## src/hnm_pkg.sv

```systemverilog
// Package with shared types and constants of the height map to normal map block.
`default_nettype none

package hnm_pkg;

    localparam int SAMPLE_W   = 8;
    localparam int NORM_W     = 10;
    localparam int COORD_W    = 12;
    localparam int CFG_IDX_W  = 2;
    localparam int CFG_DATA_W = 13;
    localparam int GRAD_W     = 9;
    localparam int QUEUE_DEPTH = 4;
    localparam logic [CFG_DATA_W-1:0] MAX_HEIGHT = 13'd4096;

    localparam logic [CFG_IDX_W-1:0] CFG_IMAGE_WIDTH  = 2'd0;
    localparam logic [CFG_IDX_W-1:0] CFG_IMAGE_HEIGHT = 2'd1;

    typedef struct packed {
        logic signed [GRAD_W-1:0] gx;
        logic signed [GRAD_W-1:0] gy;
        logic [COORD_W-1:0]       col;
        logic [COORD_W-1:0]       row;
        logic                     done;
    } t_job;

endpackage

`default_nettype wire

```

## src/hnm_ifs.sv

```systemverilog
// Stream and configuration interfaces of the height map to normal map block.
`default_nettype none


interface hnm_out_if;
    logic                          valid;
    logic                          ready;
    logic [hnm_pkg::NORM_W-1:0]    normal_x;
    logic [hnm_pkg::NORM_W-1:0]    normal_y;
    logic [hnm_pkg::NORM_W-1:0]    normal_z;
    logic [hnm_pkg::COORD_W-1:0]   pixel_col;
    logic [hnm_pkg::COORD_W-1:0]   pixel_row;
    logic                          frame_done;
    modport source (output valid, output normal_x, output normal_y, output normal_z,
                    output pixel_col, output pixel_row, output frame_done, input ready);
    modport sink (input valid, input normal_x, input normal_y, input normal_z,
                  input pixel_col, input pixel_row, input frame_done, output ready);
endinterface


`default_nettype wire

```

## src/hnm_back.sv

```systemverilog
// Back part: reciprocal square root iteration, quantization and output register.
`default_nettype none

module hnm_back (
    input  wire logic           i_clk,
    input  wire logic           i_rst_n,
    input  wire logic           i_empty,
    input  wire hnm_pkg::t_job  i_job,
    output logic                o_pop,
    hnm_out_if.source           o_normal_ch
);

    localparam logic [2:0] B_IDLE = 3'd0;
    localparam logic [2:0] B_SQ   = 3'd1;
    localparam logic [2:0] B_RS   = 3'd2;
    localparam logic [2:0] B_QT   = 3'd3;
    localparam logic [2:0] B_LD   = 3'd4;

    localparam logic [57:0] RS_LIMIT = 58'd1 << 48;

    logic [2:0]                   r_state, n_state;
    hnm_pkg::t_job                r_job;
    logic [21:0]                  r_s;
    logic [16:0]                  r_r;
    logic [48:0]                  r_p;
    logic [39:0]                  r_a;
    logic [4:0]                   r_b;
    logic [1:0]                   r_qs;
    logic signed [28:0]           r_prod;
    logic [hnm_pkg::NORM_W-1:0]   r_n [3];
    logic                         r_ov;

    logic signed [17:0]           sqx, sqy;
    logic [17:0]                  sum;
    logic [21:0]                  s_c;
    logic [57:0]                  cand;
    logic                         fits;
    logic signed [10:0]           v_sel;
    logic signed [28:0]           prod_c;
    logic                         out_free;

    function automatic logic [hnm_pkg::NORM_W-1:0] quant(input logic signed [28:0] p);
        logic signed [29:0] t;
        logic [25:0]        tu;
        logic [36:0]        m;
        logic [11:0]        q;
        t  = 30'sd16777216 + 30'(p);
        tu = (t < 0) ? '0 : t[25:0];
        m  = ({1'b0, tu, 10'd0} - {11'd0, tu}) + 37'd16777216;
        q  = m[36:25];
        return (q > 12'd1023) ? 10'd1023 : q[9:0];
    endfunction

    assign sqx  = r_job.gx * r_job.gx;
    assign sqy  = r_job.gy * r_job.gy;
    assign sum  = 18'(sqx) + 18'(sqy);
    assign s_c  = {sum, 4'd0} + 22'd65025;

    assign cand = {9'd0, r_p} + ({18'd0, r_a} << (6'(r_b) + 6'd1)) +
                  ({36'd0, r_s} << {r_b, 1'b0});
    assign fits = (cand <= RS_LIMIT);

    always_comb begin
        case (r_qs)
            2'd0:    v_sel = {r_job.gx, 2'b00};
            2'd1:    v_sel = {r_job.gy, 2'b00};
            default: v_sel = 11'sd255;
        endcase
    end

    assign prod_c   = v_sel * $signed({1'b0, r_r});
    assign out_free = !r_ov || o_normal_ch.ready;
    assign o_pop    = (r_state == B_IDLE) && !i_empty;

    always_comb begin
        n_state = r_state;
        unique case (r_state)
            B_IDLE:  if (!i_empty) n_state = B_SQ;
            B_SQ:    n_state = B_RS;
            B_RS:    if (r_b == '0) n_state = B_QT;
            B_QT:    if (r_qs == 2'd3) n_state = B_LD;
            B_LD:    if (out_free) n_state = B_IDLE;
            default: n_state = B_IDLE;
        endcase
    end

    always_ff @(posedge i_clk) begin
        if (!i_rst_n) begin
            r_state <= B_IDLE;
            r_ov    <= 1'b0;
        end else begin
            r_state <= n_state;
            if (r_state == B_LD && out_free) begin
                r_ov <= 1'b1;
            end else if (o_normal_ch.ready) begin
                r_ov <= 1'b0;
            end
        end
    end

    always_ff @(posedge i_clk) begin
        if (o_pop) begin
            r_job <= i_job;
        end
        if (r_state == B_SQ) begin
            r_s <= s_c;
            r_r <= '0;
            r_p <= '0;
            r_a <= '0;
            r_b <= 5'd16;
        end
        if (r_state == B_RS) begin
            if (fits) begin
                r_r <= r_r | (17'd1 << r_b);
                r_p <= cand[48:0];
                r_a <= r_a + ({18'd0, r_s} << r_b);
            end
            r_b  <= r_b - 5'd1;
            r_qs <= '0;
        end
        if (r_state == B_QT) begin
            r_prod <= prod_c;
            if (r_qs != 2'd0) begin
                r_n[r_qs - 2'd1] <= quant(r_prod);
            end
            r_qs <= r_qs + 2'd1;
        end
        if (r_state == B_LD && out_free) begin
            o_normal_ch.normal_x   <= r_n[0];
            o_normal_ch.normal_y   <= r_n[1];
            o_normal_ch.normal_z   <= r_n[2];
            o_normal_ch.pixel_col  <= r_job.col;
            o_normal_ch.pixel_row  <= r_job.row;
            o_normal_ch.frame_done <= r_job.done;
        end
    end

    assign o_normal_ch.valid = r_ov;

endmodule

`default_nettype wire

```

## src/flat_wrapper.sv

```systemverilog
// flat-port wrapper written by rule: the top's interface ports become plain ports
module hnm_back_flat 
  (i_clk, i_rst_n, i_empty, i_job, o_pop, o_normal_ch_valid, o_normal_ch_normal_x, o_normal_ch_normal_y, o_normal_ch_normal_z, o_normal_ch_pixel_col, o_normal_ch_pixel_row, o_normal_ch_frame_done, o_normal_ch_ready);
  hnm_out_if o_normal_ch_i ();
  input  wire logic i_clk;
  input  wire logic i_rst_n;
  input  wire logic i_empty;
  input  wire hnm_pkg::t_job i_job;
  output logic o_pop;
  output wire logic [$bits(o_normal_ch_i.valid)-1:0] o_normal_ch_valid;
  output wire logic [$bits(o_normal_ch_i.normal_x)-1:0] o_normal_ch_normal_x;
  output wire logic [$bits(o_normal_ch_i.normal_y)-1:0] o_normal_ch_normal_y;
  output wire logic [$bits(o_normal_ch_i.normal_z)-1:0] o_normal_ch_normal_z;
  output wire logic [$bits(o_normal_ch_i.pixel_col)-1:0] o_normal_ch_pixel_col;
  output wire logic [$bits(o_normal_ch_i.pixel_row)-1:0] o_normal_ch_pixel_row;
  output wire logic [$bits(o_normal_ch_i.frame_done)-1:0] o_normal_ch_frame_done;
  input wire logic [$bits(o_normal_ch_i.ready)-1:0] o_normal_ch_ready;
  assign o_normal_ch_valid = o_normal_ch_i.valid;
  assign o_normal_ch_normal_x = o_normal_ch_i.normal_x;
  assign o_normal_ch_normal_y = o_normal_ch_i.normal_y;
  assign o_normal_ch_normal_z = o_normal_ch_i.normal_z;
  assign o_normal_ch_pixel_col = o_normal_ch_i.pixel_col;
  assign o_normal_ch_pixel_row = o_normal_ch_i.pixel_row;
  assign o_normal_ch_frame_done = o_normal_ch_i.frame_done;
  assign o_normal_ch_i.ready = o_normal_ch_ready;
  hnm_back u_core (.i_clk(i_clk), .i_rst_n(i_rst_n), .i_empty(i_empty), .i_job(i_job), .o_pop(o_pop), .o_normal_ch(o_normal_ch_i));
endmodule
```

## config.mk

```make
export PLATFORM = sky130hd
export DESIGN_NAME = hnm_back_flat
export DESIGN_NICKNAME = d
export VERILOG_FILES = /design/src/hnm_pkg.sv /design/src/hnm_ifs.sv /design/src/hnm_back.sv /design/src/flat_wrapper.sv
export SDC_FILE = /design/constraint.sdc
export NUM_CORES = 2
export LEC_CHECK = 0
export ABC_CLOCK_PERIOD_IN_PS = 14200
export BUFFER_PORTS_ARGS = -buffer_cell sky130_fd_sc_hd__buf_2
export CAP_MARGIN = 20
export CORE_MARGIN = 5
export CORE_UTILIZATION = 45
export CTS_CLUSTER_SIZE = 30
export DETAILED_ROUTE_END_ITERATION = 8
export GPL_TIMING_DRIVEN = 0
export HOLD_SLACK_MARGIN = 0.12
export PLACE_DENSITY = 0.6
export SYNTH_ARGS = -nofsm -noshare
export SYNTH_HDL_FRONTEND = slang
export SYNTH_SLANG_ARGS = --single-unit
```

## constraint.sdc

```tcl
create_clock -name i_clk -period 14.2 [get_ports i_clk]
set_input_delay 0.71 -clock i_clk [delete_from_list [all_inputs] [get_ports i_clk]]
set_output_delay 0.71 -clock i_clk [all_outputs]
set_load 0.01 [all_outputs]
```

==> results.ini <==
[run_status]
status=finished, final reports clean

[logic_synthesis]
synth_top_area_frac=0.191
synth_ff_type=edfxtp_1
post_synth_num_cell_types=85
synth_seq_cells=292
ys_top_cells_by_area=fa_1, edfxtp_1, ha_1
synthMuxAreaShare=0.0706
ys.warnings.count=0
synth_edf_count=182
synthCells=3806
synth-simple-area-share=0.154
ys_seq_area_frac=0.224
synth_xor_xnor_area_share=0.0396
synth-compound-area-share=0.138
syn_avg_cell_area_um2=9.00
synth_nets=4493
netlist_area_mm2=0.0342
async_reset_ff_frac=0
synth_top_family_by_area=adder cells
yosys.area.top_type=fa_1
synthAdderAreaFrac=0.306

[grt]
grt_first_pass_wirelength_um=164000
grt_pass1_vias=27800
overflow=0
grt.total_usage=0.254
grt_max_degree=45
antenna_found_initial=3

[routing]
vias=28100
detail-route-antenna-nets=0
routed_wl_um=104000
drt_iter0_drc=2182
drtPass1Iterations=6
wl_per_cell_um=21.0
route.detailed.drc=0
vias_per_cell=5.66

[worst_setup_path]
critPathKind=flop to flop
crit_path_top_delay_cell=nor4_1
cp.buffers_inverters=11
crit_path_end_kind=flop
worstSetupStartpointType=flop
cp.required_ns=14.69
path_max_fanout=11
critical_path_arrival_ns=12.77
crit_path_max_incr_delay_ns=0.96
crit_family=buffers and inverters
cp_common_cell=clkbuf_1

[cts]
cts_root_buf=clkbuf_16
clk_latency_ns=0.61
cts_tree=yes
cts_hold_buf=0
cts_made_buffers=39
cts-resized-gates=0
path_clk_slew_ns=0.06
cts_max_level=2
cts.sinks=292
cts_setup_buffers=0
clk_path_buf_depth=3

[placed_design]
portBuffers=103
dp_cells=4896
hpwl_um=86400
gp_congestion=0.984

[timing]
finClkSkew_ns=0.0502
hold_violations=0
tns_ns=0
worst_pin_slew_ns=1.10
setup-violations-final=0
grt_setup_unrepaired=no
fin_crit_sh=0.865
timing.hold.ws_ns=0.280
relSlewSlack=0.259
post-route-min-period_ns=12.28
slew_viol_final=0
fmax_mhz=81.4

[die]
die_w_um=286
rows=101
core_mm2=0.0757
die_area_mm2=0.0817
die_y_um=286
io_pins=104
initial_core_util=0.452

[min_path]
min_path_type=input pin to flop

[power_and_ir_drop]
leakage_nw=17.4
vdd_ir_drop_max_uv=646
total_power_mw=7.57
p_per_area_mw_per_mm2=203

[cells_and_area]
fin_cells=4968
syn2layout_area_growth_pct=9.04
drive_gt1_frac=0.0715
final_common_cell=inv_1
final_cell_mix=inv_1, nand2_1, fa_1, ha_1, nor2_1
nNetsFinal=4647

[run]
drv_cap=0

-- cell families (layout without fill, tap and decap cells) --
family                     after synthesis  after routing
and+or+nand+nor                       1143           1143
AOI/OAI and AO/OA                      742            742
adders and majority gates              641            641
buffers and inverters                  619            801
DFF                                    292            292
muxes                                  214            214
xor gates and xnor gates               155            155
other                                    0              2
-- metrics by stage --
step / instance area, um^2 / util / setup WS, ns
after detailed placement: 36100 / 0.477 / 2.17
final: 37300 / 0.493 / 1.92
after floorplan: 34200 / - / 5.94
after global placement: 36000 / 0.475 / 2.09
after global routing: 37300 / 0.493 / 1.60
after CTS: 37300 / 0.493 / 2.12
-- worst reg2reg max path: cells and delay by family, from the launching register on --
| kind | cells | cell delay, ns |
|---|---|---|
| flops | 1 | 0.59 |
| mux | 3 | 0.90 |
| simple gates | 7 | 2.99 |
| compound gates | 9 | 2.12 |
| fa+ha+maj | 3 | 1.31 |
| buf+inv | 11 | 4.33 |
-- path summary, 6_finish.rpt --
check | startpoint | end | slack (ns) | cells past startpoint
hold / removal | i_job[26] | u_core.r_job[26] | 0.28 | 1
hold reg to reg | u_core.r_job[6] | u_core.o_normal_ch.pixel_row[5] | 0.41 | 0
setup / recovery | u_core.r_b[0] | u_core.r_r[3] | 1.92 | 33
setup reg to reg | u_core.r_b[0] | u_core.r_r[3] | 1.92 | 33
-- cell usage after synthesis, drive strengths merged, types with 6 or more instances --
library cell	instances
inv	442
nand2	418
fa	326
ha	314
nor2	312
a21oi	231
edfxtp	182
o21ai	159
mux2i	147
clkbuf	138
and2	118
dfxtp	110
xnor2	92
a21o	73
xor2	63
mux2	50
nand3	45
nor3	43
nor2b	41
buf	39
a211oi	37
and3	34
nand2b	33
or2	30
o21bai	29
nand4	26
a31oi	25
o21a	23
o22ai	20
a21boi	17
mux4	17
a22oi	16
o211ai	12
or3	12
o2111ai	11
nor4	10
a31o	9
o22a	8
a22o	6
nor3b	6
o221ai	6
o31a	6
-- state kept, by name, indices dropped and copies added, names as in the netlist, 2 cells and up --
register                      cells
u_core.r_job                     43
u_core.r_a                       40
o_normal_ch_normal_y             10
u_core.r_qs                       2
u_core.r_b                        5
u_core.r_n                       30
u_core.o_normal_ch.pixel_col     12
u_core.r_s                       18
o_normal_ch_normal_z             10
u_core.o_normal_ch.pixel_row     12
u_core.r_prod                    29
o_normal_ch_normal_x             10
u_core.r_p                       49
u_core.r_state                    3
u_core.r_r                       17
-- power breakdown --
| part | internal, mW | switching (mW) |
|---|---|---|
| logic | 2.30 | 3.05 |
| registers | 1.23 | 0.0332 |
| clock network | 0.529 | 0.427 |
| total | 4.06 | 3.51 |
-- per-layer routing --
metal,wire length [um],track usage
met3,7700,0.0404
met2,45500,0.394
met5,0,0
met4,3240,0.0716
met1,48000,0.371
-- cell type report --
class,count,area (um^2)
clock inverter,24,208
antenna,2,5.00
fill,7239,38400
clock buffer,45,1020
sequential,292,7670
timing repair buffer,113,632
inverter,442,1660
buffer,177,689
multi-input combinational,2895,24200
tap,978,1220
No activity file was read; power rests on OpenSTA's default activity.
