===== config.mk =====
export PLATFORM = sky130hd
export DESIGN_NAME = hnm_queue
export DESIGN_NICKNAME = d
export VERILOG_FILES = /design/src/hnm_pkg.sv /design/src/hnm_queue.sv
export SDC_FILE = /design/constraint.sdc
export NUM_CORES = 1
export LEC_CHECK = 0
export CORE_ASPECT_RATIO = 0.8
export CORE_MARGIN = 2
export CORE_UTILIZATION = 32
export CTS_CLUSTER_DIAMETER = 60
export CTS_CLUSTER_SIZE = 8
export DETAILED_ROUTE_END_ITERATION = 10
export DONT_BUFFER_PORTS = 1
export PLACE_DENSITY = 0.45
export SYNTH_ARGS = -nofsm -noshare
export SYNTH_HDL_FRONTEND = slang
export SYNTH_SLANG_ARGS = --single-unit

===== constraint.sdc =====
create_clock -name i_clk -period 1.9 [get_ports i_clk]
set_clock_uncertainty 0.1 [all_clocks]
set_input_delay 0.475 -clock i_clk [delete_from_list [all_inputs] [get_ports i_clk]]
set_output_delay 0.475 -clock i_clk [all_outputs]
set_load 0.02 [all_outputs]

===== src/hnm_pkg.sv =====
// Package with shared types and constants of the height map to normal map block.
`default_nettype none

package hnm_pkg;

    localparam int SAMPLE_W   = 8;
    localparam int NORM_W     = 10;
    localparam int COORD_W    = 12;
    localparam int CFG_IDX_W  = 2;
    localparam int CFG_DATA_W = 13;
    localparam int GRAD_W     = 9;
    localparam int QUEUE_DEPTH = 4;
    localparam logic [CFG_DATA_W-1:0] MAX_HEIGHT = 13'd4096;

    localparam logic [CFG_IDX_W-1:0] CFG_IMAGE_WIDTH  = 2'd0;
    localparam logic [CFG_IDX_W-1:0] CFG_IMAGE_HEIGHT = 2'd1;

    typedef struct packed {
        logic signed [GRAD_W-1:0] gx;
        logic signed [GRAD_W-1:0] gy;
        logic [COORD_W-1:0]       col;
        logic [COORD_W-1:0]       row;
        logic                     done;
    } t_job;

endpackage

`default_nettype wire


===== src/hnm_queue.sv =====
// Short job queue between the front and the back part.
`default_nettype none

module hnm_queue (
    input  wire logic           i_clk,
    input  wire logic           i_rst_n,
    input  wire logic           i_push,
    input  wire hnm_pkg::t_job  i_job,
    output logic                o_full,
    input  wire logic           i_pop,
    output hnm_pkg::t_job       o_job,
    output logic                o_empty
);

    localparam int PW = $clog2(hnm_pkg::QUEUE_DEPTH);

    hnm_pkg::t_job   r_mem [hnm_pkg::QUEUE_DEPTH];
    logic [PW-1:0]   r_wp, r_rp;
    logic [PW:0]     r_cnt;

    assign o_full  = (r_cnt == (PW + 1)'(hnm_pkg::QUEUE_DEPTH));
    assign o_empty = (r_cnt == '0);
    assign o_job   = r_mem[r_rp];

    always_ff @(posedge i_clk) begin
        if (!i_rst_n) begin
            r_wp  <= '0;
            r_rp  <= '0;
            r_cnt <= '0;
        end else begin
            if (i_push) begin
                r_wp <= r_wp + PW'(1);
            end
            if (i_pop) begin
                r_rp <= r_rp + PW'(1);
            end
            if (i_push && !i_pop) begin
                r_cnt <= r_cnt + (PW + 1)'(1);
            end else if (i_pop && !i_push) begin
                r_cnt <= r_cnt - (PW + 1)'(1);
            end
        end
    end

    always_ff @(posedge i_clk) begin
        if (i_push) begin
            r_mem[r_wp] <= i_job;
        end
    end

endmodule

`default_nettype wire


==> flow_summary.yaml, run 1 <==
floorplan:
  ios: 92
  fp.dieW_um: 166
  initial_core_util_pct: 32.5
  fp.dieArea_um2: 22100
  die_h_um: 133
  rows: 47
  core_area_um2: 20600
sta:
  fin_crit_sh_pct: 118
  slew_headroom_pct: 78.3
  max_freq_mhz: 447
  worst_slack_ps: -336
  finalSetupTns_ps: -12880
  setup_viol: 43
  hold_viol: 0
  fin_crit_ps: 2240
  worst_pin_slew_ps: 325
  final_max_slew_viol_count: 0
  rsz0062_at_grt: "yes"
cts:
  cts_made_buffers: 17
  insertion_delay_ps: 410
  cts_tree: "yes"
  root_buffer: "clkbuf_16"
  clockBufferDepth: 2
  clk_pin_slew_ps: 70
  numClockSinks: 181
  htreeDepth: 4
run:
  max-cap-violations: 0
logic_synthesis:
  ys_warn_count: 0
  synthCells: 268
  yosysTopAreaCell: "edfxtp_1"
  syn_area_um2: 6710
  synth_area_leaders: "edfxtp_1 (77%), mux4_2 (13%), dfxtp_1 (2.7%)"
  synth_seq_cells: 181
  syn_area_per_cell_um2: 25.0
  yosys.area.top_type_share_pct: 77.0
  ys.flop_type: "edfxtp_1"
  syn_nets: 321
  synth_edf_count: 172
  async_reset_ff_share_pct: 0
  yosys-top-cells-count: "edfxtp_1 (172), mux4_2 (40), and2_1 (9), dfxtp_1 (9), ha_1 (5)"
  synth_cell_types: 22
  yosysMostFrequentCell: "edfxtp_1"
  synth-seq-area-share_pct: 79.7
grt:
  grt_max_degree: 43
  antenna_found_initial: 0
  overflow: 0
  grt_pass1_vias: 2972
  grt_usage_pct: 11.7
  grt_first_pass_wirelength_um: 18500
power_and_ir_drop:
  power_frac_seq_pct: 49.6
  pwr-share-comb_pct: 9.7
  clock_power_share_pct: 40.7
  irDropWorstVdd_mv: 0.529
  power_mw: 9.33
  sw_frac_of_total_pct: 21.8
  p_int_mw: 7.30
  power.switching_mw: 2.03
  static-leakage-power_nw: 2.50
  p_per_area_nw_per_um2: 1180
detailed_routing:
  drt_iter0_markers: 197
  drc_errors: 0
  wl_per_cell_um: 21.3
  drtAntennaViolNets: 0
  wirelength_um: 12300
  dr.pass1.iters: 4
  post_drt_via_cell_ratio: 4.72
  num_vias: 2738
setup_path:
  cp_max_fo: 6
  end_kind: "output port"
  path_class: "reg2out"
  critical_path_arrival_ps: 1660
  worst_ep_required_time_ps: 1320
  cp-start-kind: "register"
  reg2reg_from: "r_cnt[0]"
layout:
  num_antenna_cells: 0
  drive_gt1_share_pct: 32.5
  nNetsFinal: 352
  postLayoutCoreUtil_pct: 38.2
  design_area_um2: 7890
  area_delta_synth_final_pct: 17.7
  n_fill_cell: 1853
hold_path:
  hp-start: "i_job[21]"
  hp-class: "in2reg"
run_status:
  status: "finished with violations"
  violations: "negative setup slack"
placed_design:
  port_buffers: 0
  hpwl_um: 7310
  placed_area_um2: 7140
  place_congestion: 0.680
==> power by group through the flow <==
| stage | registers, mW | logic, mW | clock network [mW] |
|---|---|---|---|
| after floorplan | 4.70 | 0.676 | 0 |
| after global placement | 4.72 | 0.852 | 0 |
| after detailed placement | 4.73 | 0.855 | 0 |
| after CTS | 4.63 | 0.913 | 3.93 |
| after global routing | 4.65 | 0.969 | 4.11 |
| final | 4.63 | 0.901 | 3.80 |
==> layout make-up <==
class | count | area (µm²) | area share [%]
timing repair buffer | 22 | 322 | 4.07
inverter | 4 | 15.0 | 0.190
sequential | 181 | 5350 | 67.8
multi-input combinational | 73 | 1220 | 15.5
tap | 269 | 337 | 4.27
clock buffer | 17 | 425 | 5.39
clock inverter | 14 | 219 | 2.77
==> what timing repair did <==
item / CTS / global route
pin swaps: 0 / 0
buffers inserted: 5 / 1
setup endpoints to repair: 43 / 43
gates resized for setup: 7 / 7
hold buffers: 0 / 0
gates cloned: 1 / 1
==> worst paths after layout <==
kind | endpoint | slack, ps | cells past startpoint
setup reg to reg | r_cnt[2] | 300 | 4
hold / removal | r_mem[3][21] | 50 | 0
setup / recovery | o_job[19] | -340 | 3
hold reg to reg | r_cnt[2] | 430 | 2
==> per-layer routing <==
metal  vias to the layer above  part of all wire (%)  track usage (%)
met5                         -                     0                0
met4                         0                  0.86             3.04
met3                         8                   7.2             5.38
met2                        70                    47             17.8
met1                      1475                    45             15.3
li1                       1185                     -                -
==> flip-flops by register name (all words and copies together), names as in the netlist, named ones only <==
| name | count |
|---|---|
| r_cnt | 3 |
| r_mem | 172 |
| r_rp | 2 |
| r_wp | 2 |
==> cells in the final DEF, fill, tap and decap left out, types with 3 or more instances in the layout <==
| cell | instances |
|---|---|
| xor2_1 | 3 |
| and2_1 | 5 |
| buf_4 | 9 |
| ha_1 | 5 |
| inv_1 | 4 |
| inv_6 | 5 |
| dfxtp_1 | 7 |
| buf_12 | 8 |
| edfxtp_1 | 172 |
| mux4_2 | 43 |
| and2_2 | 4 |
| bufinv_16 | 5 |
| clkbuf_16 | 18 |
==> per-stage QoR <==
stage	setup WS, ps	hold WS [ps]	cells
3_5_place_dp	-29.6	411	542
3_3_place_gp	12.9	403	542
6_report	-336	50.5	580
2_1_floorplan	48.2	372	268
4_1_cts	-384	24.9	579
5_1_grt	-394	13.5	580
==> critical path: stages (launching register included) <==
cell and delay [ps]:
dfxtp_4 370, buf_12 130, clkbuf_16 160, mux4_2 580
==> kinds of logic (layout without fill, tap and decap cells) <==
group,after synthesis,in the layout,share of synthesized area (%)
xor+xnor,5,5,0.653
mux,45,45,14.9
flops,181,181,79.7
buf+inv,14,57,1.94
compound gates,2,2,0.187
fa+ha+maj,6,6,1.23
simple gates,15,15,1.36
Power figures use the tool's default switching activity.
==> run 2, diff against run 1 <==
--- a/config.mk
+++ b/config.mk
@@ -13,6 +13,7 @@
 export DETAILED_ROUTE_END_ITERATION = 10
 export DONT_BUFFER_PORTS = 1
 export PLACE_DENSITY = 0.45
+export REMOVE_ABC_BUFFERS = 1
 export SYNTH_ARGS = -nofsm -noshare
 export SYNTH_HDL_FRONTEND = slang
 export SYNTH_SLANG_ARGS = --single-unit
==> run 2 against run 1 <==
The run still ends with negative setup slack left. Critical path depth is 1 lower. Sequential cell count did not move. Wire length fell by 1.5%. Cell count is 1.6% lower. Register-to-register slack about the same. Highest routed layer unchanged. Via count shrank 1.8%. Critical path type unchanged.
==> flow_summary.yaml, run 2 (synthesis results as in run 1) <==
run_status:
  status: "finished with violations"
  violations: "negative setup slack"
layout:
  n_fill_cell: 1865
  num_antenna_cells: 0
  layout_commonest_cell: "edfxtp_1"
  nNetsFinal: 344
  area_delta_synth_final_pct: 14.9
  final_cell_mix: "edfxtp_1 (172), mux4_2 (43), clkbuf_16 (17)"
  largest_reg_flops: 172
  stdcell_count: 571
  drive_gt1_share_pct: 29.8
  top_regs: "r_mem x172, r_cnt x3"
  regMostFlops: "r_mem"
floorplan:
  fp.dieW_um: 166
  die_h_um: 133
  rows: 47
  ios: 92
  fp.dieArea_um2: 22100
  core_area_um2: 20600
  initial_core_util_pct: 32.5
power_and_ir_drop:
  irDropWorstVdd_mv: 0.459
  clock_power_share_pct: 37.8
  sw_frac_of_total_pct: 22.5
  power_frac_seq_pct: 52.7
  power.switching_mw: 1.98
  static-leakage-power_nw: 2.40
  pwr-share-comb_pct: 9.5
  power_mw: 8.82
  p_int_mw: 6.83
  p_per_area_nw_per_um2: 1140
detailed_routing:
  drtAntennaViolNets: 0
  num_vias: 2689
  wirelength_um: 12100
  post_drt_via_cell_ratio: 4.71
  drc_errors: 0
  dr.pass1.iters: 5
  wl_per_cell_um: 21.3
  drt_iter0_markers: 202
setup_path:
  cp_top_family: "multiplexers"
  r2r_slack_ps: 310
  worst_ep_required_time_ps: 1320
  slowest_stage: "mux4_2"
  cpPeakStageDelay_ps: 620
  cp-start-kind: "register"
  cp_max_fo: 16
  end_kind: "output port"
  crit_chain: "buf_12 -> mux4_2"
  path_class: "reg2out"
  cp_num_buf_inv: 1
  critical_path_arrival_ps: 1690
grt:
  grt_first_pass_wirelength_um: 18300
  grt_usage_pct: 11.6
  grt_max_degree: 44
  overflow: 0
  antenna_found_initial: 0
  grt_pass1_vias: 2926
cts:
  htreeDepth: 4
  clk_pin_slew_ps: 70
  insertion_delay_ps: 420
  numClockSinks: 181
  cts_tree: "yes"
  root_buffer: "clkbuf_16"
  cts_made_buffers: 17
  clockBufferDepth: 2
sta:
  max_freq_mhz: 442
  worst_pin_slew_ps: 409
  worst_slack_ps: -365
  fin_crit_ps: 2260
  rsz0062_at_grt: "yes"
  hold_viol: 0
  fin_crit_sh_pct: 119
  final_max_slew_viol_count: 0
  slew_headroom_pct: 72.7
  setup_viol: 43
hold_path:
  hp-class: "in2reg"
placed_design:
  post-place-cells: 540
  place_congestion: 0.646
  port_buffers: 0
  dpl_worst_slack_ps: -51.8
  hpwl_um: 7170
run:
  max-cap-violations: 0
-- run 2: power groups by stage --
stage | clock, mW | combinational (mW) | sequential, mW
finish | 3.33 | 0.841 | 4.64
global route | 3.60 | 0.902 | 4.66
CTS | 3.46 | 0.869 | 4.65
detailed placement | 0 | 0.849 | 4.73
global placement | 0 | 0.847 | 4.72
floorplan | 0 | 0.571 | 4.76
-- run 2: path summary, 6_finish.rpt --
check	startpoint	endpoint	depth (start not counted)
worst max-delay path	register	o_job[5]	2
worst min-delay path	i_job[15]	r_mem[0][15]	0
worst max register to register	r_cnt[0]	r_cnt[2]	4
worst min register to register	r_cnt[2]	r_cnt[2]	2
-- run 2: final cells by class --
type | instances | area, µm² | share of cell area, %
Clock buffer | 18 | 429 | 5.57
Clock inverter | 12 | 129 | 1.67
Inverter | 4 | 15.0 | 0.195
Multi-Input combinational cell | 73 | 1220 | 15.9
Sequential cell | 181 | 5350 | 69.4
Tap cell | 269 | 337 | 4.37
Timing Repair Buffer | 14 | 220 | 2.86
-- run 2: through the flow --
step                      utilization [%]  cell area [µm²]  TNS, ps  hold slack (ps)
after floorplan                         -             6590   -83660              372
after global placement               34.5             7120        0              397
after detailed placement             34.5             7120    -51.8              408
after CTS                            37.3             7700   -16610             18.0
after global routing                 37.3             7700   -17660             15.6
final                                37.3             7700   -14460             44.3
-- run 2: timing repair --
action / 4_1_cts / 5_1_grt
endpoints found under the hold margin: 0 / 0
resized for setup: 5 / 0
setup buffers: 0 / 0
cloned: 1 / 0
endpoints found under the setup margin: 43 / 43
hold buffers: 0 / 0
pin swaps: 0 / 0
-- run 2: layer usage --
metal | GRT usage, % | part of all wire [%] | vias up
li1 | - | - | 1167
met1 | 14.2 | 43 | 1442
met2 | 17.9 | 48 | 69
met3 | 5.38 | 7.7 | 11
met4 | 4.49 | 1.1 | 0
met5 | 0 | 0 | -
==> run 3, diff against run 2 <==
--- a/config.mk
+++ b/config.mk
@@ -12,7 +12,7 @@
 export CTS_CLUSTER_SIZE = 8
 export DETAILED_ROUTE_END_ITERATION = 10
 export DONT_BUFFER_PORTS = 1
-export PLACE_DENSITY = 0.45
+export PLACE_DENSITY_LB_ADDON = 0.08
 export REMOVE_ABC_BUFFERS = 1
 export SYNTH_ARGS = -nofsm -noshare
 export SYNTH_HDL_FRONTEND = slang
==> run 3 against run 2 <==
The flow still finishes with violations (negative setup slack). Power increased by 1.9%. Hold slack worse by 0.98 ps. Via count fell by 0.15%. Clock power grew 5%. First-iteration DRC count is 21% higher. Critical endpoint is now o_job[15]. Sequential share of layout area is 0.73 points lower. Design area rose by 1.1%. Core utilization is 0.39 points higher.
==> flow_summary.yaml, run 3 (synthesis results as in run 1) <==
cts:
  root_buffer: "clkbuf_16"
  numClockSinks: 181
  cts_made_buffers: 17
  postCtsSetupBuffers: 0
  clk_pin_slew_ps: 70
  htreeDepth: 4
  ctsResizeCount: 4
  hold_buffers: 0
  clockBufferDepth: 2
  insertion_delay_ps: 420
  cts_tree: "yes"
sta:
  finalSetupTns_ps: -11950
  fin_crit_sh_pct: 116
  slew_headroom_pct: 78.0
  worst_pin_slew_ps: 330
  max_freq_mhz: 455
  rsz0062_at_grt: "yes"
  fin_crit_ps: 2200
  worst_slack_ps: -300
  final_max_slew_viol_count: 0
  setup_viol: 43
  hold_viol: 0
hold_path:
  hp-start: "i_job[9]"
  hp-class: "in2reg"
layout:
  area_delta_synth_final_pct: 16.1
  nNetsFinal: 347
  final_cell_mix: "edfxtp_1 (172), mux4_2 (43), clkbuf_16 (17)"
  regMostFlops: "r_mem"
  num_antenna_cells: 0
  largest_reg_flops: 172
  drive_gt1_share_pct: 30.3
  top_regs: "r_mem x172, r_cnt x3"
  stdcell_count: 576
  design_area_um2: 7780
  layout_commonest_cell: "edfxtp_1"
detailed_routing:
  drt_iter0_markers: 244
  wirelength_um: 12500
  drtAntennaViolNets: 0
  post_drt_via_cell_ratio: 4.66
  num_vias: 2685
  wl_per_cell_um: 21.7
  dr.pass1.iters: 4
  drc_errors: 0
power_and_ir_drop:
  power_mw: 8.99
  irDropWorstVdd_mv: 0.473
  static-leakage-power_nw: 2.42
  p_per_area_nw_per_um2: 1150
floorplan:
  fp.dieArea_um2: 22100
  core_area_um2: 20600
  ios: 92
  rows: 47
  initial_core_util_pct: 32.5
  fp.dieW_um: 166
  die_h_um: 133
setup_path:
  end_kind: "output port"
  critical_path_arrival_ps: 1620
  path_class: "reg2out"
  cp-start-kind: "register"
  cp_max_fo: 13
  reg2reg_from: "r_cnt[0]"
  worst_ep_required_time_ps: 1320
grt:
  antenna_found_initial: 0
  grt_pass1_vias: 2947
  overflow: 0
  grt_first_pass_wirelength_um: 18600
  grt_usage_pct: 11.9
  grt_max_degree: 44
run_status:
  status: "finished with violations"
  violations: "negative setup slack"
placed_design:
  port_buffers: 0
  place_congestion: 0.686
  hpwl_um: 7730
  post-place-cells: 544
  placed_area_um2: 7200
run:
  max-cap-violations: 0
run 3: changes by cell type in the layout (fill, tap and decap cells not counted), moves of 2 or more:
cell	change
inv_6	-3
buf_16	-2
clkinvlp_4	+2
buf_12	+5
run 3: final cells by class:
type / count / area, µm²
tap: 269 / 337
sequential: 181 / 5350
clock inverter: 13 / 158
multi-input combinational: 73 / 1220
clock buffer: 19 / 433
inverter: 4 / 15.0
fill: 1871 / 12900
timing repair buffer: 17 / 269
run 3: through the flow:
step	hold slack [ps]	worst slack, ps	util (%)
6_report	43.3	-300	37.7
5_1_grt	6.86	-383	37.7
4_1_cts	16.5	-356	37.7
3_5_place_dp	412	-6.76	34.9
3_3_place_gp	406	29.3	34.9
2_1_floorplan	372	-1340	-
run 3: worst paths after layout:
path / slack [ps] / cells after the start / end
worst min register to register: 420 / 2 / r_cnt[2]
worst min-delay path: 40 / 0 / r_mem[3][9]
worst max register to register: 310 / 4 / r_cnt[2]
worst max-delay path: -300 / 2 / o_job[15]
run 3: routing by layer:
metal	global-route usage [%]	up-vias	wire length, µm
met5	0	-	0
li1	-	1172	-
met3	6.65	9	1170
met4	4.35	0	161
met1	13.9	1434	5130
met2	18.4	70	6040
run 3: where the power goes:
part           switching, mW  internal, mW  total [mW]
Combinational          0.516         0.345       0.862
Clock                   1.42          2.06        3.49
Sequential            0.0622          4.58        4.64
Total                   2.00          6.99        8.99
run 3: critical path: stages (launching register included):
cell     delay, ps
dfxtp_4        410
buf_12         180
mux4_2         620
